[src/hdl/tbd_pkg.sv]
// shared types, constants and small decode functions for the thermometer display core
// no dependencies

package tbd_pkg;

   localparam int SAMPLE_W    = 12;
   localparam int PROD_W      = 24;
   localparam int TEMP_W      = 13;
   localparam int REM_W       = 12;
   localparam int QUOT_W      = 12;
   localparam int OFFSET_W    = 10;
   localparam int LIMIT_W     = 12;
   localparam int WHOLE_W     = 10;
   localparam int HUNDREDS_W  = 7;
   localparam int DIGIT_W     = 4;
   localparam int SEG_W       = 7;
   localparam int POS_W       = 2;
   localparam int BAND_W      = 2;
   localparam int ANGLE_W     = 7;
   localparam int CSR_INDEX_W = 2;
   localparam int CSR_DATA_W  = 12;
   localparam int NUM_DIGITS  = 4;

   // scale factor sample*3300/4095
   localparam logic [SAMPLE_W-1:0] SCALE_NUM = 12'd3300;
   localparam logic [SAMPLE_W:0]   SCALE_DEN = 13'd4095;
   localparam int                  DEN_SHIFT = 12;

   // reciprocal constants for the decimal split
   localparam int                 RECIP_SHIFT = 19;
   localparam logic [15:0]        RECIP_10    = 16'd52429;
   localparam logic [12:0]        RECIP_100   = 13'd5243;
   localparam int                 SMALL_SHIFT = 7;
   localparam logic [3:0]         SMALL_RECIP = 4'd13;
   localparam logic [3:0]         DEC_BASE    = 4'd10;

   localparam logic CMD_SAMPLE = 1'b0;
   localparam logic CMD_TICK   = 1'b1;

   localparam logic [CSR_INDEX_W-1:0] CSR_OFFSET     = 2'd0;
   localparam logic [CSR_INDEX_W-1:0] CSR_LOW_LIMIT  = 2'd1;
   localparam logic [CSR_INDEX_W-1:0] CSR_HIGH_LIMIT = 2'd2;

   localparam logic [OFFSET_W-1:0] OFFSET_RESET     = 10'd260;
   localparam logic [LIMIT_W-1:0]  LOW_LIMIT_RESET  = 12'd370;
   localparam logic [LIMIT_W-1:0]  HIGH_LIMIT_RESET = 12'd375;

   localparam logic [BAND_W-1:0] BAND_LOW  = 2'd0;
   localparam logic [BAND_W-1:0] BAND_MID  = 2'd1;
   localparam logic [BAND_W-1:0] BAND_HIGH = 2'd2;

   localparam logic [ANGLE_W-1:0] ANGLE_LOW  = 7'd0;
   localparam logic [ANGLE_W-1:0] ANGLE_MID  = 7'd45;
   localparam logic [ANGLE_W-1:0] ANGLE_HIGH = 7'd90;

   localparam logic [POS_W-1:0] POS_UNITS = 2'd2;

   localparam int QUEUE_DEPTH = 4;
   localparam int QUEUE_PTR_W = 2;
   localparam int QUEUE_CNT_W = 3;
   localparam int OUT_DEPTH   = 2;
   localparam int OUT_PTR_W   = 1;
   localparam int OUT_CNT_W   = 2;

   typedef struct packed {
      logic              cmd;
      logic [PROD_W-1:0] prod;
   } work_type;

   typedef struct packed {
      logic [SEG_W-1:0]   segments;
      logic               decimal_point;
      logic [POS_W-1:0]   digit_select;
      logic [BAND_W-1:0]  band;
      logic [ANGLE_W-1:0] servo_angle;
   } result_type;

   typedef struct packed {
      logic [OFFSET_W-1:0] offset_tenths;
      logic [LIMIT_W-1:0]  low_limit_tenths;
      logic [LIMIT_W-1:0]  high_limit_tenths;
   } csr_type;

   function automatic logic [SEG_W-1:0] seg_pattern(input logic [DIGIT_W-1:0] digit);
      logic [SEG_W-1:0] pattern;
      case (digit)
         4'd0:    pattern = 7'h3F;
         4'd1:    pattern = 7'h06;
         4'd2:    pattern = 7'h5B;
         4'd3:    pattern = 7'h4F;
         4'd4:    pattern = 7'h66;
         4'd5:    pattern = 7'h6D;
         4'd6:    pattern = 7'h7D;
         4'd7:    pattern = 7'h07;
         4'd8:    pattern = 7'h7F;
         4'd9:    pattern = 7'h6F;
         default: pattern = '0;
      endcase
      return pattern;
   endfunction

   function automatic logic [ANGLE_W-1:0] servo_of(input logic [BAND_W-1:0] band);
      logic [ANGLE_W-1:0] angle;
      case (band)
         BAND_LOW: angle = ANGLE_LOW;
         BAND_MID: angle = ANGLE_MID;
         default:  angle = ANGLE_HIGH;
      endcase
      return angle;
   endfunction

endpackage

[src/hdl/tbd_front.sv]
// front end: accepts items, multiplies samples by the scale numerator, and queues them
// depends on tbd_pkg

module tbd_front (
   input  logic                          clock,
   input  logic                          reset,
   input  logic                          push,
   output logic                          full,
   input  logic                          req_cmd,
   input  logic [tbd_pkg::SAMPLE_W-1:0]  req_sample,
   output logic                          work_valid,
   output tbd_pkg::work_type             work,
   input  logic                          work_pop
);
   import tbd_pkg::*;

   work_type               queue_ff [QUEUE_DEPTH];
   logic [QUEUE_PTR_W-1:0] wr_ptr_ff, wr_ptr_in;
   logic [QUEUE_PTR_W-1:0] rd_ptr_ff, rd_ptr_in;
   logic [QUEUE_CNT_W-1:0] count_ff, count_in;
   logic                   accept;
   work_type               entry;

   assign full       = (count_ff == QUEUE_CNT_W'(QUEUE_DEPTH));
   assign accept     = push && !full;
   assign work_valid = (count_ff != '0);
   assign work       = queue_ff[rd_ptr_ff];

   // ticks carry no product
   always_comb begin
      entry.cmd  = req_cmd;
      entry.prod = (req_cmd == CMD_TICK) ? '0
                                         : PROD_W'(req_sample) * PROD_W'(SCALE_NUM);
   end

   always_comb begin
      wr_ptr_in = wr_ptr_ff + QUEUE_PTR_W'(accept);
      rd_ptr_in = rd_ptr_ff + QUEUE_PTR_W'(work_pop);
      count_in  = count_ff + QUEUE_CNT_W'(accept) - QUEUE_CNT_W'(work_pop);
   end

   always_ff @(posedge clock) begin
      if (reset) begin
         wr_ptr_ff <= '0;
         rd_ptr_ff <= '0;
         count_ff  <= '0;
      end else begin
         wr_ptr_ff <= wr_ptr_in;
         rd_ptr_ff <= rd_ptr_in;
         count_ff  <= count_in;
      end
   end

   always_ff @(posedge clock) begin
      if (accept) begin
         queue_ff[wr_ptr_ff] <= entry;
      end
   end

endmodule

[src/hdl/tbd_back.sv]
// back end: divides out the scale, classifies the band, splits digits and drives the display
// depends on tbd_pkg

module tbd_back (
   input  logic                clock,
   input  logic                reset,
   input  tbd_pkg::csr_type    csr,
   input  logic                work_valid,
   input  tbd_pkg::work_type   work,
   output logic                work_pop,
   input  logic                out_ready,
   output logic                out_write,
   output tbd_pkg::result_type out_item
);
   import tbd_pkg::*;

   logic advance;

   // stage a
   logic [QUOT_W-1:0]   quot_lo;
   logic [TEMP_W-1:0]   rem_sum;
   logic                rem_wrap;
   logic [REM_W-1:0]    rem;
   logic [QUOT_W-1:0]   quot;
   logic [TEMP_W-1:0]   temp;
   logic                low_hit, mid_hit;
   logic [BAND_W-1:0]   band_new;
   logic                is_sample;

   logic                a_valid_ff, a_valid_in;
   logic                a_cmd_ff;
   logic [TEMP_W-1:0]   a_temp_ff;
   logic [BAND_W-1:0]   a_band_ff, a_band_in;
   logic [BAND_W-1:0]   band_ff, band_in;

   // stage b
   logic                b_valid_ff;
   logic                b_cmd_ff;
   logic [TEMP_W-1:0]   b_temp_ff;
   logic [WHOLE_W-1:0]  b_whole_ff, b_whole_in;
   logic [HUNDREDS_W-1:0] b_q100_ff, b_q100_in;
   logic [BAND_W-1:0]   b_band_ff;

   // digit stage
   logic [DIGIT_W-1:0]  d_tenths, d_units, d_tens, d_hundreds;
   logic [DIGIT_W-1:0]  digit_store_ff [NUM_DIGITS];
   logic [POS_W-1:0]    pos_ff, pos_in;
   logic                show_tick;

   assign advance  = out_ready;
   assign work_pop = advance && work_valid;
   assign is_sample = (work.cmd == CMD_SAMPLE);

   // divide by 4095: prod = q*4096 + lo, so prod - q*4095 = lo + q, one correction
   always_comb begin
      quot_lo  = work.prod[PROD_W-1:DEN_SHIFT];
      rem_sum  = TEMP_W'(work.prod[DEN_SHIFT-1:0]) + TEMP_W'(quot_lo);
      rem_wrap = (rem_sum >= SCALE_DEN);
      rem      = rem_wrap ? REM_W'(rem_sum - SCALE_DEN) : rem_sum[REM_W-1:0];
      quot     = quot_lo + QUOT_W'(rem_wrap);
      temp     = TEMP_W'(quot) + TEMP_W'(csr.offset_tenths);
   end

   // exact compare: temp + rem/4095 <= limit
   always_comb begin
      low_hit = (temp < TEMP_W'(csr.low_limit_tenths)) ||
                ((temp == TEMP_W'(csr.low_limit_tenths)) && (rem == '0));
      mid_hit = (temp < TEMP_W'(csr.high_limit_tenths)) ||
                ((temp == TEMP_W'(csr.high_limit_tenths)) && (rem == '0));
      if (low_hit) begin
         band_new = BAND_LOW;
      end else if (mid_hit) begin
         band_new = BAND_MID;
      end else begin
         band_new = BAND_HIGH;
      end
      a_band_in  = is_sample ? band_new : band_ff;
      band_in    = (work_pop && is_sample) ? band_new : band_ff;
      a_valid_in = advance ? work_pop : a_valid_ff;
   end

   always_comb begin
      b_whole_in = WHOLE_W'((29'(a_temp_ff) * 29'(RECIP_10)) >> RECIP_SHIFT);
      b_q100_in  = HUNDREDS_W'((26'(a_temp_ff) * 26'(RECIP_100)) >> RECIP_SHIFT);
   end

   always_comb begin
      d_tenths   = DIGIT_W'(b_temp_ff - TEMP_W'(b_whole_ff) * TEMP_W'(DEC_BASE));
      d_units    = DIGIT_W'(b_whole_ff - WHOLE_W'(b_q100_ff) * WHOLE_W'(DEC_BASE));
      d_hundreds = DIGIT_W'((11'(b_q100_ff) * 11'(SMALL_RECIP)) >> SMALL_SHIFT);
      d_tens     = DIGIT_W'(b_q100_ff - HUNDREDS_W'(d_hundreds) * HUNDREDS_W'(DEC_BASE));
   end

   assign out_write = advance && b_valid_ff;
   assign show_tick = (b_cmd_ff == CMD_TICK);
   assign pos_in    = (out_write && show_tick) ? pos_ff + POS_W'(1) : pos_ff;

   always_comb begin
      out_item.segments      = show_tick ? seg_pattern(digit_store_ff[pos_ff]) : '0;
      out_item.decimal_point = show_tick && (pos_ff == POS_UNITS);
      out_item.digit_select  = pos_ff;
      out_item.band          = b_band_ff;
      out_item.servo_angle   = servo_of(b_band_ff);
   end

   always_ff @(posedge clock) begin
      if (reset) begin
         a_valid_ff <= 1'b0;
         b_valid_ff <= 1'b0;
         band_ff    <= BAND_LOW;
         pos_ff     <= '0;
         for (int i = 0; i < NUM_DIGITS; i++) begin
            digit_store_ff[i] <= '0;
         end
      end else begin
         a_valid_ff <= a_valid_in;
         if (advance) begin
            b_valid_ff <= a_valid_ff;
         end
         band_ff <= band_in;
         pos_ff  <= pos_in;
         if (out_write && !show_tick) begin
            digit_store_ff[0] <= d_hundreds;
            digit_store_ff[1] <= d_tens;
            digit_store_ff[2] <= d_units;
            digit_store_ff[3] <= d_tenths;
         end
      end
   end

   always_ff @(posedge clock) begin
      if (advance) begin
         a_cmd_ff   <= work.cmd;
         a_temp_ff  <= temp;
         a_band_ff  <= a_band_in;
         b_cmd_ff   <= a_cmd_ff;
         b_temp_ff  <= a_temp_ff;
         b_whole_ff <= b_whole_in;
         b_q100_ff  <= b_q100_in;
         b_band_ff  <= a_band_ff;
      end
   end

endmodule

[src/hdl/tbd_out_queue.sv]
// two-entry result queue between the back end and the result ports
// depends on tbd_pkg

module tbd_out_queue (
   input  logic                clock,
   input  logic                reset,
   input  logic                out_write,
   input  tbd_pkg::result_type out_item,
   output logic                out_ready,
   output logic                empty,
   input  logic                pop,
   output tbd_pkg::result_type head
);
   import tbd_pkg::*;

   result_type           entries_ff [OUT_DEPTH];
   logic [OUT_PTR_W-1:0] wr_ptr_ff, rd_ptr_ff;
   logic [OUT_CNT_W-1:0] count_ff, count_in;
   logic                 take;

   assign out_ready = (count_ff != OUT_CNT_W'(OUT_DEPTH));
   assign empty     = (count_ff == '0);
   assign take      = pop && !empty;
   assign head      = entries_ff[rd_ptr_ff];
   assign count_in  = count_ff + OUT_CNT_W'(out_write) - OUT_CNT_W'(take);

   always_ff @(posedge clock) begin
      if (reset) begin
         wr_ptr_ff <= '0;
         rd_ptr_ff <= '0;
         count_ff  <= '0;
      end else begin
         wr_ptr_ff <= wr_ptr_ff + OUT_PTR_W'(out_write);
         rd_ptr_ff <= rd_ptr_ff + OUT_PTR_W'(take);
         count_ff  <= count_in;
      end
   end

   always_ff @(posedge clock) begin
      if (out_write) begin
         entries_ff[wr_ptr_ff] <= out_item;
      end
   end

endmodule

[src/hdl/thermometer_band_and_digit_display_core.sv]
// top level of the thermometer band classifier and seven-segment multiplexer
// depends on tbd_pkg, tbd_front, tbd_back, tbd_out_queue
//
//   channel   handshake        fields
//   --------  ---------------  -----------------------------------------------
//   request   push / full      req_cmd, req_sample
//   response  empty / pop      rsp_segments, rsp_decimal_point, rsp_digit_select,
//                              rsp_band, rsp_servo_angle
//   config    valid / ready    csr_index, csr_data (ready is always high)
//
// sustained rate is one item per cycle while the result queue is not full; an item
// taken passes through the four-entry input queue and the two-stage back end
// (divide and band compare, then reciprocal digit split) into the result queue,
// whose head drives the response ports
// a full result queue stalls the back end; the input queue then fills and raises full
// synchronous reset clears queues, band, digit position and digit store

module thermometer_band_and_digit_display_core (
   input  logic                            clock,
   input  logic                            reset,
   input  logic                            push,
   output logic                            full,
   input  logic                            req_cmd,
   input  logic [tbd_pkg::SAMPLE_W-1:0]    req_sample,
   output logic                            empty,
   input  logic                            pop,
   output logic [tbd_pkg::SEG_W-1:0]       rsp_segments,
   output logic                            rsp_decimal_point,
   output logic [tbd_pkg::POS_W-1:0]       rsp_digit_select,
   output logic [tbd_pkg::BAND_W-1:0]      rsp_band,
   output logic [tbd_pkg::ANGLE_W-1:0]     rsp_servo_angle,
   input  logic                            valid,
   output logic                            ready,
   input  logic [tbd_pkg::CSR_INDEX_W-1:0] csr_index,
   input  logic [tbd_pkg::CSR_DATA_W-1:0]  csr_data
);
   import tbd_pkg::*;

   csr_type    csr_ff, csr_in;
   logic       work_valid, work_pop;
   work_type   work;
   logic       out_ready, out_write;
   result_type out_item, head;

   assign ready = 1'b1;

   always_comb begin
      csr_in = csr_ff;
      if (valid) begin
         unique case (csr_index)
            CSR_OFFSET:     csr_in.offset_tenths     = csr_data[OFFSET_W-1:0];
            CSR_LOW_LIMIT:  csr_in.low_limit_tenths  = csr_data[LIMIT_W-1:0];
            CSR_HIGH_LIMIT: csr_in.high_limit_tenths = csr_data[LIMIT_W-1:0];
            default:        csr_in = csr_ff;
         endcase
      end
   end

   always_ff @(posedge clock) begin
      if (reset) begin
         csr_ff.offset_tenths     <= OFFSET_RESET;
         csr_ff.low_limit_tenths  <= LOW_LIMIT_RESET;
         csr_ff.high_limit_tenths <= HIGH_LIMIT_RESET;
      end else begin
         csr_ff <= csr_in;
      end
   end

   tbd_front u_front (
      .clock      (clock),
      .reset      (reset),
      .push       (push),
      .full       (full),
      .req_cmd    (req_cmd),
      .req_sample (req_sample),
      .work_valid (work_valid),
      .work       (work),
      .work_pop   (work_pop)
   );

   tbd_back u_back (
      .clock      (clock),
      .reset      (reset),
      .csr        (csr_ff),
      .work_valid (work_valid),
      .work       (work),
      .work_pop   (work_pop),
      .out_ready  (out_ready),
      .out_write  (out_write),
      .out_item   (out_item)
   );

   tbd_out_queue u_out_queue (
      .clock     (clock),
      .reset     (reset),
      .out_write (out_write),
      .out_item  (out_item),
      .out_ready (out_ready),
      .empty     (empty),
      .pop       (pop),
      .head      (head)
   );

   assign rsp_segments      = head.segments;
   assign rsp_decimal_point = head.decimal_point;
   assign rsp_digit_select  = head.digit_select;
   assign rsp_band          = head.band;
   assign rsp_servo_angle   = head.servo_angle;

endmodule

[config.mk]
export PLATFORM = sky130hd
export DESIGN_NAME = thermometer_band_and_digit_display_core
export DESIGN_NICKNAME = d
export VERILOG_FILES = /design/src/hdl/tbd_pkg.sv /design/src/hdl/tbd_front.sv /design/src/hdl/tbd_back.sv /design/src/hdl/tbd_out_queue.sv /design/src/hdl/thermometer_band_and_digit_display_core.sv
export SDC_FILE = /design/constraint.sdc
export NUM_CORES = 1
export LEC_CHECK = 0
export BUFFER_PORTS_ARGS = -buffer_cell sky130_fd_sc_hd__buf_4
export CAP_MARGIN = 20
export CORE_MARGIN = 2
export CORE_UTILIZATION = 40
export DETAILED_ROUTE_END_ITERATION = 16
export MAX_ROUTING_LAYER = met4
export PLACE_DENSITY_LB_ADDON = 0.1
export SLEW_MARGIN = 20
export SYNTH_ARGS = -nofsm -noshare
export SYNTH_HDL_FRONTEND = slang
export SYNTH_SLANG_ARGS = --single-unit
[constraint.sdc]
create_clock -name clock -period 8.66 [get_ports clock]
set_input_delay 0.866 -clock clock [delete_from_list [all_inputs] [get_ports clock]]
set_output_delay 0.866 -clock clock [all_outputs]
set_load 0.01 [all_outputs]
==> results of run 1 <==
-- Yosys cell counts (all sizes together) (7+ instances only) --
master / n / area, um2
a211o: 14 / 122.6
a211oi: 7 / 65.06
a21o: 23 / 172.7
a21oi: 54 / 274.0
a31oi: 8 / 50.05
and2: 12 / 77.58
and3: 12 / 75.07
buf: 10 / 68.81
clkbuf: 24 / 90.09
dfxtp: 53 / 1061
edfxtp: 172 / 5165
fa: 142 / 2843
ha: 301 / 3766
inv: 325 / 1220
mux2: 17 / 191.4
mux2i: 11 / 110.1
mux4: 26 / 585.6
nand2: 76 / 285.3
nand3: 9 / 45.04
nand3b: 11 / 82.58
nand4: 11 / 68.82
nor2: 81 / 304.0
nor2b: 29 / 181.4
nor3: 16 / 80.08
nor4: 7 / 50.05
o211ai: 7 / 57.55
o21a: 16 / 120.1
o21ai: 19 / 95.09
or2: 11 / 68.82
xnor2: 43 / 376.6
xor2: 31 / 279.0
-- through the flow --
step	setup slack (ns)	utilization
after global routing	0.3968	0.4457
after floorplan	1.068	-
after CTS	0.8916	0.4457
after detailed placement	0.9076	0.4263
final	0.9468	0.4457
after global placement	1.002	0.4263
-- path summary, 6_finish.rpt --
path | start | endpoint | slack, ns | cells after the start
min | u_back.a_cmd_ff$_DFFE_PN_ | u_back.b_cmd_ff$_DFFE_PN_ | 0.42 | 0
max reg2reg | u_front.rd_ptr_ff[0]$_SDFF_PP0_ | u_back.a_band_ff[1]$_DFFE_PN_ | 0.95 | 31
min reg2reg | u_back.a_cmd_ff$_DFFE_PN_ | u_back.b_cmd_ff$_DFFE_PN_ | 0.42 | 0
max | u_front.rd_ptr_ff[0]$_SDFF_PP0_ | u_back.a_band_ff[1]$_DFFE_PN_ | 0.95 | 31
-- kinds of logic after synthesis --
kind of cell,share of synthesized area
mux,0.04756
buf+inv,0.07393
simple gates,0.08252
other cells,0.0002011
fa+ha+maj,0.3544
compound gates,0.07246
flops,0.3338
xor+xnor,0.03515
-- flip-flops by register name, indices dropped and copies added (netlist names), named ones only --
register and cells:
u_back.pos_ff 2, u_front.rd_ptr_ff 2, u_back.a_temp_ff 13, u_back.digit_store_ff 16, csr_ff 34, u_out_queue.wr_ptr_ff 1
u_front.wr_ptr_ff 2, u_back.band_ff 2, u_back.b_whole_ff 4, u_back.b_temp_ff 4, u_out_queue.count_ff 2, u_back.b_cmd_ff 1
u_back.b_valid_ff 1, u_front.count_ff 3, u_back.a_cmd_ff 1, u_front.queue_ff 92, u_back.a_valid_ff 1, u_out_queue.entries_ff 30
u_back.b_band_ff 2, u_back.a_band_ff 2, u_out_queue.rd_ptr_ff 1, u_back.b_q100_ff 7
-- per-layer routing --
layer	up-vias	global-route usage	wire [um]	part of all wire
met5	-	-	0	0
met1	5642	0.2179	17560	0.46
met3	34	0.01739	797	0.021
met2	90	0.3049	19610	0.51
li1	5720	-	-	-
met4	0	0.02685	551	0.014
-- worst register-to-register path: cells and delay by family, from the launching register on --
kind            cells  cell delay, ns
fa+ha+maj           6            1.50
flops               1            0.31
buf+inv             2            0.39
mux                 2            0.73
simple gates        6            1.07
compound gates     14            3.31
xor+xnor            1            0.15
-- layout make-up --
type	count	area, um2
Fill cell	4456	25640
Tap cell	607	759.5
Clock inverter	16	220.2
Sequential cell	225	6226
Inverter	325	1220
Multi-Input combinational cell	1065	11060
Clock buffer	30	674.4
Timing Repair Buffer	61	457.9
==> impl_results.html, run 1 <==
<table>
<tr><th>Metric</th><th>Value</th></tr>
<tr><th colspan="2">Finish</th></tr>
<tr><td>Post-synthesis to final-layout area growth</td><td>10.54%</td></tr>
<tr><td>Layout Nets</td><td>between 2000 and 2500</td></tr>
<tr><td>Most common cell after layout, fill and taps aside</td><td>inv_1</td></tr>
<tr><td>Commonest non-fill, non-tap cells in the layout</td><td>inv_1, ha_1, edfxtp_1</td></tr>
<tr><td>Antenna diode count</td><td>0</td></tr>
<tr><td>Post-route design area</td><td>roughly 21000 um2</td></tr>
<tr><td>Post-Layout Cell Count</td><td>approximately 2300</td></tr>
<tr><td>Layout cell share with drive strength beyond 1</td><td>0.1010</td></tr>
<tr><th colspan="2">Job</th></tr>
<tr><td>Max Cap Violations</td><td>0</td></tr>
<tr><th colspan="2">Logic synthesis</th></tr>
<tr><td>Number of distinct standard cells referenced by the synthesized netlist</td><td>79</td></tr>
<tr><td>Number of storage elements in the synthesis netlist</td><td>between 200 and 250</td></tr>
<tr><td>Most instantiated flip-flop cell in the synthesis netlist</td><td>edfxtp_1</td></tr>
<tr><td>Number of synthesized flops with an enable pin</td><td>172</td></tr>
<tr><td>Netlist area before placement</td><td>approximately 19000 um2</td></tr>
<tr><td>YS warnings</td><td>0</td></tr>
<tr><td>Post-synthesis area per instance</td><td>about 11 um2</td></tr>
<tr><td>Synthesized net count</td><td>2124</td></tr>
<tr><td>Async SR Flop Fraction</td><td>0</td></tr>
<tr><td>Post-Syn Instances</td><td>around 1600</td></tr>
<tr><td>Share of synthesized area occupied by flip-flops and latches</td><td>0.3338</td></tr>
<tr><th colspan="2">Critical path</th></tr>
<tr><td>Largest incremental delay on the critical path</td><td>approximately 0.62 ns</td></tr>
<tr><td>Data arrival time of the critical path</td><td>around 8 ns</td></tr>
<tr><td>Cell family with the largest share of critical-path delay</td><td>compound AO/OA/AOI/OAI gates</td></tr>
<tr><td>Worst Setup Path Type</td><td>reg2reg</td></tr>
<tr><td>Critical Path Source Type</td><td>flop</td></tr>
<tr><td>Nature of the critical path endpoint</td><td>flop</td></tr>
<tr><td>Highest net fanout along the worst path</td><td>16</td></tr>
<tr><td>Crit path top cell by count</td><td>a21o_1</td></tr>
<tr><td>CP max-delay cell</td><td>mux4_2</td></tr>
<tr><td>Count of buffering cells on the critical path with inverters included</td><td>2</td></tr>
<tr><td>Data required time at the worst endpoint</td><td>~9 ns</td></tr>
<tr><th colspan="2">STA</th></tr>
<tr><td>Portion of the clock cycle consumed by the worst path in the final layout</td><td>0.8907</td></tr>
<tr><td>Slew margin rel.</td><td>0.2428</td></tr>
<tr><td>Final total negative setup slack</td><td>0 ns</td></tr>
<tr><td>Setup-failing EPs final</td><td>0</td></tr>
<tr><td>Setup repair after global routing missed its margin</td><td>no</td></tr>
<tr><td>Maximum clock frequency</td><td>between 0.1 and 0.15 GHz</td></tr>
<tr><td>Slew of the pin with the lowest slew margin</td><td>~1.1 ns</td></tr>
<tr><td>Fin Clk Skew</td><td>between 0.015 and 0.02 ns</td></tr>
<tr><td>Final max-slew violation count</td><td>0</td></tr>
<tr><td>Time the worst path needs with I/O delays and setup</td><td>between 7 and 8 ns</td></tr>
<tr><td>Total count of hold-check failures in the final report</td><td>0</td></tr>
<tr><td>Final Hold Slack</td><td>between 0.4 and 0.5 ns</td></tr>
<tr><th colspan="2">Global routing</th></tr>
<tr><td>GRT Resource Usage Total</td><td>0.1725</td></tr>
<tr><td>Via count of the first global-routing pass</td><td>roughly 12000</td></tr>
<tr><td>Largest net degree at the start of global routing</td><td>57</td></tr>
<tr><td>First-pass GRT wire length</td><td>63940 um</td></tr>
<tr><td>Initial antenna violation count</td><td>0</td></tr>
<tr><td>Aggregate global routing overflow</td><td>0</td></tr>
<tr><th colspan="2">Worst hold path</th></tr>
<tr><td>Class of the most critical hold timing path</td><td>reg2reg</td></tr>
<tr><th colspan="2">Placed design</th></tr>
<tr><td>HPWL Detailed</td><td>about 31000 um</td></tr>
<tr><td>Post-Place Cell Area</td><td>around 20000 um2</td></tr>
<tr><td>Gpl congestion</td><td>0.8585</td></tr>
<tr><td>Port Buffers</td><td>52</td></tr>
<tr><td>Total instance count after detailed placement</td><td>roughly 2300</td></tr>
<tr><th colspan="2">Clock network</th></tr>
<tr><td>Number of H-tree levels</td><td>1</td></tr>
<tr><td>Number of setup buffers added after CTS</td><td>0</td></tr>
<tr><td>Clock-pin slew reported for the worst setup and hold paths after clock tree synthesis</td><td>0.06 ns</td></tr>
<tr><td>Gates resized, CTS repair</td><td>0</td></tr>
<tr><td>CTS Buf Count</td><td>25</td></tr>
<tr><td>CTS Hold Bufs</td><td>0</td></tr>
<tr><td>Maximum root-to-sink buffer count</td><td>3</td></tr>
<tr><td>CTS tree</td><td>done</td></tr>
<tr><td>TritonCTS sink count</td><td>between 200 and 250</td></tr>
<tr><td>Clock latency on the worst-skew pair</td><td>0.54 ns</td></tr>
<tr><td>CTS Root Buffer Type</td><td>clkbuf_16</td></tr>
<tr><th colspan="2">Routing</th></tr>
<tr><td>Via-to-Cell Ratio</td><td>approximately 4.9</td></tr>
<tr><td>First-pass detailed-route iteration total</td><td>5</td></tr>
<tr><td>Via count</td><td>11486</td></tr>
<tr><td>Detail Route Antenna Nets</td><td>0</td></tr>
<tr><td>Residual DRC count</td><td>0</td></tr>
<tr><td>DRC violation total after the first TritonRoute iteration</td><td>505</td></tr>
<tr><td>Sum of routed wire length over all layers</td><td>between 30000 and 40000 um</td></tr>
<tr><td>Routed len/inst</td><td>16.54 um</td></tr>
<tr><th colspan="2">Die</th></tr>
<tr><td>Core ar.</td><td>46260 um2</td></tr>
<tr><td>Die Ht</td><td>around 220 um</td></tr>
<tr><td>X dimension of the die</td><td>roughly 220 um</td></tr>
<tr><td>I/O Pins</td><td>54</td></tr>
<tr><td>Effective utilization at floorplan</td><td>0.4032</td></tr>
<tr><td>Die area</td><td>between 40000 and 50000 um2</td></tr>
<tr><td>Row cnt</td><td>between 70 and 80</td></tr>
<tr><th colspan="2">Outcome</th></tr>
<tr><td>Result of the run</td><td>finished, final reports clean</td></tr>
</table>
Power of run 1 is not shown: default switching activity piles up to over one toggle a cycle in this logic, so the estimate is an artifact.
==> inputs of run 2 (changes only) <==
--- a/config.mk
+++ b/config.mk
@@ -10,6 +10,7 @@
 export CORE_MARGIN = 2
 export CORE_UTILIZATION = 40
 export DETAILED_ROUTE_END_ITERATION = 16
+export GPL_TIMING_DRIVEN = 0
 export MAX_ROUTING_LAYER = met4
 export PLACE_DENSITY_LB_ADDON = 0.1
 export SLEW_MARGIN = 20
==> run 2 against run 1 <==
  * Routed wire length up 3.5%
  * Final area is 0.66% higher
  * Global-route usage grew 0.53 points
  * Core utilization is 0.29 points higher
  * Critical path depth did not move
  * Die area stayed put
  * Maximum frequency shrank 3.6%
  * Hold slack improved by 0.0042 ns
  * Final cell count is 1.2% higher
  * Setup slack got worse by 0.29 ns
  * Critical path type unchanged
==> impl_results.html, run 2 (same netlist as run 1, synthesis figures left out) <==
<table>
<tr><th>Metric</th><th>Value</th></tr>
<tr><th colspan="2">Outcome</th></tr>
<tr><td>Result of the run</td><td>finished, final reports clean (unchanged)</td></tr>
<tr><th colspan="2">Die</th></tr>
<tr><td>I/O Pins</td><td>54 (unchanged)</td></tr>
<tr><td>X dimension of the die</td><td>219.9 um (unchanged)</td></tr>
<tr><td>Die area</td><td>48370 um2 (unchanged)</td></tr>
<tr><td>Core ar.</td><td>46260 um2 (unchanged)</td></tr>
<tr><td>Die Ht</td><td>219.9 um (unchanged)</td></tr>
<tr><td>Row cnt</td><td>79 (unchanged)</td></tr>
<tr><td>Effective utilization at floorplan</td><td>0.4032 (unchanged)</td></tr>
<tr><th colspan="2">Finish</th></tr>
<tr><td>Max reg flops</td><td>92 (unchanged)</td></tr>
<tr><td>Commonest non-fill, non-tap cells in the layout</td><td>inv_1, ha_1, edfxtp_1 (unchanged)</td></tr>
<tr><td>Top Registers</td><td>u_front.queue_ff (92), csr_ff (34), u_out_queue.entries_ff (30) (unchanged)</td></tr>
<tr><td>Antenna diode count</td><td>0 (unchanged)</td></tr>
<tr><td>Post-synthesis to final-layout area growth</td><td>11.27% (was 10.54%)</td></tr>
<tr><td>Layout Nets</td><td>2208 (was 2178)</td></tr>
<tr><td>Layout cell share with drive strength beyond 1</td><td>0.1022 (was 0.1010)</td></tr>
<tr><td>Most common cell after layout, fill and taps aside</td><td>inv_1 (unchanged)</td></tr>
<tr><td>Register with the highest flop count</td><td>u_front.queue_ff (unchanged)</td></tr>
<tr><td>Number of filler cells placed in the layout</td><td>4405 (was 4456)</td></tr>
<tr><th colspan="2">Critical path</th></tr>
<tr><td>Critical register-to-register path endpoint</td><td>u_back.a_band_ff[1]$_DFFE_PN_ (unchanged)</td></tr>
<tr><td>Slack of the worst reg-to-reg path</td><td>0.66 ns (was 0.95 ns)</td></tr>
<tr><td>Data arrival time of the critical path</td><td>8.29 ns (was 7.99 ns)</td></tr>
<tr><td>Nature of the critical path endpoint</td><td>flop (unchanged)</td></tr>
<tr><td>Worst Setup Path Type</td><td>reg2reg (unchanged)</td></tr>
<tr><td>CP max-delay cell</td><td>dfxtp_1 (was mux4_2)</td></tr>
<tr><td>Largest incremental delay on the critical path</td><td>0.50 ns (was 0.62 ns)</td></tr>
<tr><td>Critical Path Source Type</td><td>flop (unchanged)</td></tr>
<tr><td>Startpoint of the lowest-slack register-to-register path</td><td>u_front.rd_ptr_ff[1]$_SDFF_PP0_ (was u_front.rd_ptr_ff[0]$_SDFF_PP0_)</td></tr>
<tr><td>Highest net fanout along the worst path</td><td>10 (was 16)</td></tr>
<tr><td>R2r worst-path depth</td><td>31 (unchanged)</td></tr>
<tr><td>Data required time at the worst endpoint</td><td>8.95 ns (was 8.94 ns)</td></tr>
<tr><td>Crit path top cell by count</td><td>a21o_1 (unchanged)</td></tr>
<tr><th colspan="2">STA</th></tr>
<tr><td>Maximum clock frequency</td><td>0.1250 GHz (was 0.1296 GHz)</td></tr>
<tr><td>Final Hold Slack</td><td>0.4208 ns (was 0.4166 ns)</td></tr>
<tr><td>Slew margin rel.</td><td>0.4263 (was 0.2428)</td></tr>
<tr><td>Total count of hold-check failures in the final report</td><td>0 (unchanged)</td></tr>
<tr><td>Slew of the pin with the lowest slew margin</td><td>0.8388 ns (was 1.131 ns)</td></tr>
<tr><td>Post-layout worst setup margin</td><td>0.6590 ns (was 0.9468 ns)</td></tr>
<tr><td>Portion of the clock cycle consumed by the worst path in the final layout</td><td>0.9239 (was 0.8907)</td></tr>
<tr><td>Fin Clk Skew</td><td>0.03622 ns (was 0.01906 ns)</td></tr>
<tr><td>Final max-slew violation count</td><td>0 (unchanged)</td></tr>
<tr><td>Time the worst path needs with I/O delays and setup</td><td>8.001 ns (was 7.713 ns)</td></tr>
<tr><td>Setup-failing EPs final</td><td>0 (unchanged)</td></tr>
<tr><td>Setup repair after global routing missed its margin</td><td>no (unchanged)</td></tr>
<tr><th colspan="2">Routing</th></tr>
<tr><td>First-pass detailed-route iteration total</td><td>4 (was 5)</td></tr>
<tr><td>Routed len/inst</td><td>16.91 um (was 16.54 um)</td></tr>
<tr><td>DRC violation total after the first TritonRoute iteration</td><td>461 (was 505)</td></tr>
<tr><td>Via count</td><td>11528 (was 11486)</td></tr>
<tr><td>Detail Route Antenna Nets</td><td>0 (unchanged)</td></tr>
<tr><td>Sum of routed wire length over all layers</td><td>39880 um (was 38520 um)</td></tr>
<tr><td>Residual DRC count</td><td>0 (unchanged)</td></tr>
<tr><td>Via-to-Cell Ratio</td><td>4.889 (was 4.932)</td></tr>
<tr><th colspan="2">Worst hold path</th></tr>
<tr><td>WHS Endpoint</td><td>u_back.b_band_ff[1]$_DFFE_PN_ (was u_back.b_cmd_ff$_DFFE_PN_)</td></tr>
<tr><td>Min-Delay Path Depth</td><td>0 (unchanged)</td></tr>
<tr><td>Hold Startpoint</td><td>u_back.a_band_ff[1]$_DFFE_PN_ (was u_back.a_cmd_ff$_DFFE_PN_)</td></tr>
<tr><td>Class of the most critical hold timing path</td><td>reg2reg (unchanged)</td></tr>
<tr><th colspan="2">Global routing</th></tr>
<tr><td>Via count of the first global-routing pass</td><td>12224 (was 12234)</td></tr>
<tr><td>GR met1 Demand/Resource</td><td>0.2199 (was 0.2179)</td></tr>
<tr><td>First-pass GRT wire length</td><td>65140 um (was 63940 um)</td></tr>
<tr><td>Largest net degree at the start of global routing</td><td>33 (was 57)</td></tr>
<tr><td>Initial antenna violation count</td><td>0 (unchanged)</td></tr>
<tr><td>Met2 routing resource usage after global routing</td><td>0.3147 (was 0.3049)</td></tr>
<tr><td>GR met3 Demand/Resource</td><td>0.01863 (was 0.01739)</td></tr>
<tr><td>Aggregate global routing overflow</td><td>0 (unchanged)</td></tr>
<tr><td>GRT Resource Usage Total</td><td>0.1778 (was 0.1725)</td></tr>
<tr><td>Peak-usage layer in the global routing report</td><td>met2 (unchanged)</td></tr>
<tr><th colspan="2">Placed design</th></tr>
<tr><td>Port Buffers</td><td>52 (unchanged)</td></tr>
<tr><td>Gpl congestion</td><td>0.8461 (was 0.8585)</td></tr>
<tr><td>Post-placement worst setup slack</td><td>-0.1554 ns (was 0.9076 ns)</td></tr>
<tr><td>HPWL Detailed</td><td>32700 um (was 31320 um)</td></tr>
<tr><th colspan="2">Clock network</th></tr>
<tr><td>Maximum root-to-sink buffer count</td><td>3 (unchanged)</td></tr>
<tr><td>CTS tree</td><td>done (unchanged)</td></tr>
<tr><td>Clock latency on the worst-skew pair</td><td>0.55 ns (was 0.54 ns)</td></tr>
<tr><td>CTS Root Buffer Type</td><td>clkbuf_16 (unchanged)</td></tr>
<tr><td>TritonCTS sink count</td><td>225 (unchanged)</td></tr>
<tr><td>CTS Buf Count</td><td>24 (was 25)</td></tr>
<tr><td>CTS Hold Bufs</td><td>0 (unchanged)</td></tr>
<tr><td>Number of H-tree levels</td><td>1 (unchanged)</td></tr>
<tr><td>Clock-pin slew reported for the worst setup and hold paths after clock tree synthesis</td><td>0.06 ns (about the same)</td></tr>
<tr><th colspan="2">Job</th></tr>
<tr><td>Max Cap Violations</td><td>0 (unchanged)</td></tr>
</table>
## run 2: layer usage
| metal | vias to the layer above | part of all wire | routed length (um) |
|---|---|---|---|
| li1 | 5792 | - | - |
| met1 | 5560 | 0.45 | 18030 |
| met2 | 127 | 0.50 | 20000 |
| met3 | 49 | 0.023 | 932 |
| met4 | 0 | 0.023 | 924 |
| met5 | - | 0 | 0 |
## run 2: worst max-delay path, delay by kind of cell, from the launching register on
kind                       cells  cell delay [ns]
and+or+nand+nor                5             1.08
DFF                            1             0.50
muxes                          2             0.45
xor gates and xnor gates       1             0.16
adders and majority gates      6             1.49
AOI/OAI and AO/OA             14             3.27
buffers and inverters          3             0.79
## run 2: stage by stage
step             util  TNS (ns)  std cells  instance area, um2
3_5_place_dp   0.4314   -0.1896       2315               19950
4_1_cts        0.4483         0       2358               20740
2_1_floorplan       -         0       1649               18650
6_report       0.4486         0       2358               20750
5_1_grt        0.4486         0       2358               20750
3_3_place_gp   0.4280   -0.1443       2308               19800
## run 2: worst max-delay path by stage
stage	startpoint	to	slack (ns)	depth (start not counted)
6_report	u_front.rd_ptr_ff[1]$_SDFF_PP0_	u_back.a_band_ff[1]$_DFFE_PN_	0.66	31
4_1_cts	u_front.rd_ptr_ff[1]$_SDFF_PP0_	u_back.a_band_ff[1]$_DFFE_PN_	0.003	32
5_1_grt	u_front.rd_ptr_ff[1]$_SDFF_PP0_	u_back.a_band_ff[1]$_DFFE_PN_	0.04	31
3_3_place_gp	u_front.rd_ptr_ff[0]$_SDFF_PP0_	u_back.a_band_ff[1]$_DFFE_PN_	-0.14	33
3_5_place_dp	u_front.rd_ptr_ff[0]$_SDFF_PP0_	u_back.a_band_ff[1]$_DFFE_PN_	-0.16	33
2_1_floorplan	u_front.rd_ptr_ff[0]$_SDFF_PP0_	u_back.a_band_ff[1]$_DFFE_PN_	1.07	33
## run 2: area by class of cell
class                   count  area [um2]  share of cell area
plain buffers              33       158.9            0.007657
well taps                 607       759.5             0.03660
inverters                 325        1220             0.05878
repair buffers             59       523.0             0.02520
clock buffers              35       671.9             0.03238
flip-flops and latches    225        6226              0.3000
multi-input cells        1065       11080              0.5338
clock inverters             9       115.1            0.005547
## run 2: timing repair
action / in CTS / in global routing
pin swaps: 0 / 0
setup buffers: 0 / 0
gates cloned: 0 / 0
setup endpoints to repair: 2 / 4
resized for setup: 0 / 5
Power of run 2 is left out for the same reason.
==> inputs of run 3 (changes only) <==
--- a/config.mk
+++ b/config.mk
@@ -12,7 +12,7 @@
 export DETAILED_ROUTE_END_ITERATION = 16
 export GPL_TIMING_DRIVEN = 0
 export MAX_ROUTING_LAYER = met4
-export PLACE_DENSITY_LB_ADDON = 0.1
+export PLACE_DENSITY = 0.55
 export SLEW_MARGIN = 20
 export SYNTH_ARGS = -nofsm -noshare
 export SYNTH_HDL_FRONTEND = slang
==> run 3 against run 2 <==
  * Final cell count is the same
  * Final area shrank 0.22%
  * Routed wire length shrank 4.4%
  * Core utilization shrank 0.10 points
  * Global-route usage shrank 0.89 points
  * Via count grew 0.79%
  * Maximum frequency shrank 2.1%
  * Sequential share of layout area grew 0.067 points
  * Die area is the same
  * Register-to-register slack lost 0.17 ns
  * Sequential cell count is the same
  * First-iteration DRC count shrank 11%
  * Highest routed layer unchanged
==> impl_results.html, run 3 (same netlist as run 1, synthesis figures left out) <==
<table>
<tr><th>Metric</th><th>Value</th></tr>
<tr><th colspan="2">STA</th></tr>
<tr><td>Setup-failing EPs final</td><td>0 (unchanged)</td></tr>
<tr><td>Fin Clk Skew</td><td>0.01966 ns (was 0.03622 ns)</td></tr>
<tr><td>Setup repair after global routing missed its margin</td><td>no (unchanged)</td></tr>
<tr><td>Portion of the clock cycle consumed by the worst path in the final layout</td><td>0.9435 (was 0.9239)</td></tr>
<tr><td>Final max-slew violation count</td><td>0 (unchanged)</td></tr>
<tr><td>Slew of the pin with the lowest slew margin</td><td>0.8984 ns (was 0.8388 ns)</td></tr>
<tr><td>Time the worst path needs with I/O delays and setup</td><td>8.171 ns (was 8.001 ns)</td></tr>
<tr><td>Slew margin rel.</td><td>0.3856 (was 0.4263)</td></tr>
<tr><td>Final Hold Slack</td><td>0.4197 ns (was 0.4208 ns)</td></tr>
<tr><td>Maximum clock frequency</td><td>0.1224 GHz (was 0.1250 GHz)</td></tr>
<tr><td>Total count of hold-check failures in the final report</td><td>0 (unchanged)</td></tr>
<tr><th colspan="2">Finish</th></tr>
<tr><td>Layout Nets</td><td>2207 (was 2208)</td></tr>
<tr><td>Antenna diode count</td><td>0 (unchanged)</td></tr>
<tr><td>Core occupancy in the finished layout</td><td>0.4476 (was 0.4486)</td></tr>
<tr><td>Top Registers</td><td>u_front.queue_ff (92), csr_ff (34), u_out_queue.entries_ff (30) (unchanged)</td></tr>
<tr><td>Commonest non-fill, non-tap cells in the layout</td><td>inv_1, ha_1, edfxtp_1 (unchanged)</td></tr>
<tr><td>Max reg flops</td><td>92 (unchanged)</td></tr>
<tr><td>Register with the highest flop count</td><td>u_front.queue_ff (unchanged)</td></tr>
<tr><td>Post-synthesis to final-layout area growth</td><td>11.02% (was 11.27%)</td></tr>
<tr><td>Most common cell after layout, fill and taps aside</td><td>inv_1 (unchanged)</td></tr>
<tr><td>Layout cell share with drive strength beyond 1</td><td>0.1028 (was 0.1022)</td></tr>
<tr><th colspan="2">Global routing</th></tr>
<tr><td>Peak-usage layer in the global routing report</td><td>met2 (unchanged)</td></tr>
<tr><td>GRT Resource Usage Total</td><td>0.1689 (was 0.1778)</td></tr>
<tr><td>Largest net degree at the start of global routing</td><td>33 (unchanged)</td></tr>
<tr><td>Via count of the first global-routing pass</td><td>12298 (was 12224)</td></tr>
<tr><td>GR met1 Demand/Resource</td><td>0.2081 (was 0.2199)</td></tr>
<tr><td>Aggregate global routing overflow</td><td>0 (unchanged)</td></tr>
<tr><td>First-pass GRT wire length</td><td>62860 um (was 65140 um)</td></tr>
<tr><td>Initial antenna violation count</td><td>0 (unchanged)</td></tr>
<tr><td>GR met3 Demand/Resource</td><td>0.01698 (was 0.01863)</td></tr>
<tr><td>Met2 routing resource usage after global routing</td><td>0.3024 (was 0.3147)</td></tr>
<tr><th colspan="2">Critical path</th></tr>
<tr><td>Startpoint of the lowest-slack register-to-register path</td><td>u_front.rd_ptr_ff[1]$_SDFF_PP0_ (unchanged)</td></tr>
<tr><td>Critical Path Sink</td><td>u_back.a_band_ff[1]$_DFFE_PN_ (unchanged)</td></tr>
<tr><td>Critical Path Source Type</td><td>flop (unchanged)</td></tr>
<tr><td>Data required time at the worst endpoint</td><td>8.92 ns (was 8.95 ns)</td></tr>
<tr><td>Critical Path Source</td><td>u_front.rd_ptr_ff[1]$_SDFF_PP0_ (unchanged)</td></tr>
<tr><td>R2r worst-path depth</td><td>32 (was 31)</td></tr>
<tr><td>Largest incremental delay on the critical path</td><td>0.47 ns (was 0.50 ns)</td></tr>
<tr><td>Slack of the worst reg-to-reg path</td><td>0.49 ns (was 0.66 ns)</td></tr>
<tr><td>Worst Setup Path Type</td><td>reg2reg (unchanged)</td></tr>
<tr><td>Critical register-to-register path endpoint</td><td>u_back.a_band_ff[1]$_DFFE_PN_ (unchanged)</td></tr>
<tr><td>Crit path top cell by count</td><td>a21o_1 (unchanged)</td></tr>
<tr><td>CP max-delay cell</td><td>dfxtp_1 (unchanged)</td></tr>
<tr><td>Nature of the critical path endpoint</td><td>flop (unchanged)</td></tr>
<tr><td>Highest net fanout along the worst path</td><td>10 (unchanged)</td></tr>
<tr><td>Data arrival time of the critical path</td><td>8.43 ns (was 8.29 ns)</td></tr>
<tr><th colspan="2">Routing</th></tr>
<tr><td>Detail Route Antenna Nets</td><td>0 (unchanged)</td></tr>
<tr><td>Via-to-Cell Ratio</td><td>4.927 (was 4.889)</td></tr>
<tr><td>Routed len/inst</td><td>16.16 um (was 16.91 um)</td></tr>
<tr><td>DRC violation total after the first TritonRoute iteration</td><td>410 (was 461)</td></tr>
<tr><td>Via count</td><td>11619 (was 11528)</td></tr>
<tr><td>Sum of routed wire length over all layers</td><td>38120 um (was 39880 um)</td></tr>
<tr><td>Residual DRC count</td><td>0 (unchanged)</td></tr>
<tr><td>First-pass detailed-route iteration total</td><td>5 (was 4)</td></tr>
<tr><th colspan="2">Die</th></tr>
<tr><td>Die area</td><td>48370 um2 (unchanged)</td></tr>
<tr><td>Row cnt</td><td>79 (unchanged)</td></tr>
<tr><td>I/O Pins</td><td>54 (unchanged)</td></tr>
<tr><td>X dimension of the die</td><td>219.9 um (unchanged)</td></tr>
<tr><td>Core ar.</td><td>46260 um2 (unchanged)</td></tr>
<tr><td>Die Ht</td><td>219.9 um (unchanged)</td></tr>
<tr><td>Effective utilization at floorplan</td><td>0.4032 (unchanged)</td></tr>
<tr><th colspan="2">Clock network</th></tr>
<tr><td>Number of setup buffers added after CTS</td><td>0 (unchanged)</td></tr>
<tr><td>CTS Root Buffer Type</td><td>clkbuf_16 (unchanged)</td></tr>
<tr><td>TritonCTS sink count</td><td>225 (unchanged)</td></tr>
<tr><td>Maximum root-to-sink buffer count</td><td>3 (unchanged)</td></tr>
<tr><td>Clock-pin slew reported for the worst setup and hold paths after clock tree synthesis</td><td>0.06 ns (about the same)</td></tr>
<tr><td>CTS Hold Bufs</td><td>0 (unchanged)</td></tr>
<tr><td>CTS Buf Count</td><td>26 (was 24)</td></tr>
<tr><td>CTS tree</td><td>done (unchanged)</td></tr>
<tr><td>Number of H-tree levels</td><td>1 (unchanged)</td></tr>
<tr><td>Clock latency on the worst-skew pair</td><td>0.53 ns (was 0.55 ns)</td></tr>
<tr><th colspan="2">Outcome</th></tr>
<tr><td>Result of the run</td><td>finished, final reports clean (unchanged)</td></tr>
<tr><th colspan="2">Job</th></tr>
<tr><td>Max Cap Violations</td><td>0 (unchanged)</td></tr>
<tr><th colspan="2">Placed design</th></tr>
<tr><td>Port Buffers</td><td>52 (unchanged)</td></tr>
<tr><td>Gpl congestion</td><td>0.8532 (was 0.8461)</td></tr>
<tr><td>HPWL Detailed</td><td>31480 um (was 32700 um)</td></tr>
<tr><th colspan="2">Worst hold path</th></tr>
<tr><td>Class of the most critical hold timing path</td><td>reg2reg (unchanged)</td></tr>
</table>
run 3: changes by cell type in the layout (fill, tap and decap cells not counted), sizes merged:
| cell | before | now |
|---|---|---|
| buf | 67 | 64 |
| clkinv | 5 | 11 |
| clkbuf | 60 | 58 |
| bufinv | 2 | 1 |
run 3: routing by layer:
layer | vias to the layer above | routed length, um
li1 | 5783 | -
met1 | 5647 | 16990
met2 | 138 | 19400
met3 | 51 | 1003
met4 | 0 | 724
met5 | - | 0
run 3: worst min path at each step:
stage                                        startpoint                             to  slack (ns)  depth (start not counted)
after floorplan           u_back.a_band_ff[0]$_DFFE_PN_  u_back.b_band_ff[0]$_DFFE_PN_        0.40                          0
after detailed placement      u_back.a_cmd_ff$_DFFE_PN_      u_back.b_cmd_ff$_DFFE_PN_        0.41                          0
after CTS                 u_back.a_band_ff[1]$_DFFE_PN_  u_back.b_band_ff[1]$_DFFE_PN_        0.42                          0
after global placement        u_back.a_cmd_ff$_DFFE_PN_      u_back.b_cmd_ff$_DFFE_PN_        0.40                          0
after global routing      u_back.a_band_ff[1]$_DFFE_PN_  u_back.b_band_ff[1]$_DFFE_PN_        0.42                          0
final                         u_back.a_cmd_ff$_DFFE_PN_      u_back.b_cmd_ff$_DFFE_PN_        0.42                          0
run 3: layout make-up:
| cell class | count | area [um2] |
|---|---|---|
| fill | 4361 | 25550 |
| sequential | 225 | 6226 |
| multi-input combinational | 1065 | 11070 |
| inverter | 325 | 1220 |
| tap | 607 | 759.5 |
| timing repair buffer | 56 | 452.9 |
| clock inverter | 14 | 111.4 |
| buffer | 33 | 156.4 |
| clock buffer | 33 | 708.2 |
run 3: critical path, delay by kind of cell (launching register included):
kind,cells,cell delay (ns)
AOI/OAI and AO/OA,14,3.27
adders and majority gates,6,1.51
DFF,1,0.47
muxes,2,0.48
and+or+nand+nor,6,1.17
xor gates and xnor gates,1,0.16
buffers and inverters,3,0.84
run 3: what timing repair did:
action / 4_1_cts / 5_1_grt
setup endpoints to repair: 2 / 3
cloned: 0 / 0
resized for setup: 0 / 2
run 3: metrics by stage:
| step | cell area [um2] | setup slack (ns) | TNS, ns | cells |
|---|---|---|---|---|
| 2_1_floorplan | 18650 | 1.068 | 0 | 1649 |
| 3_3_place_gp | 19800 | -0.09189 | -0.09189 | 2308 |
| 3_5_place_dp | 19880 | -0.1508 | -0.1764 | 2312 |
| 4_1_cts | 20700 | 0.04727 | 0 | 2358 |
| 5_1_grt | 20710 | 0.01557 | 0 | 2358 |
| 6_report | 20710 | 0.4890 | 0 | 2358 |
Power of run 3 is left out for the same reason.
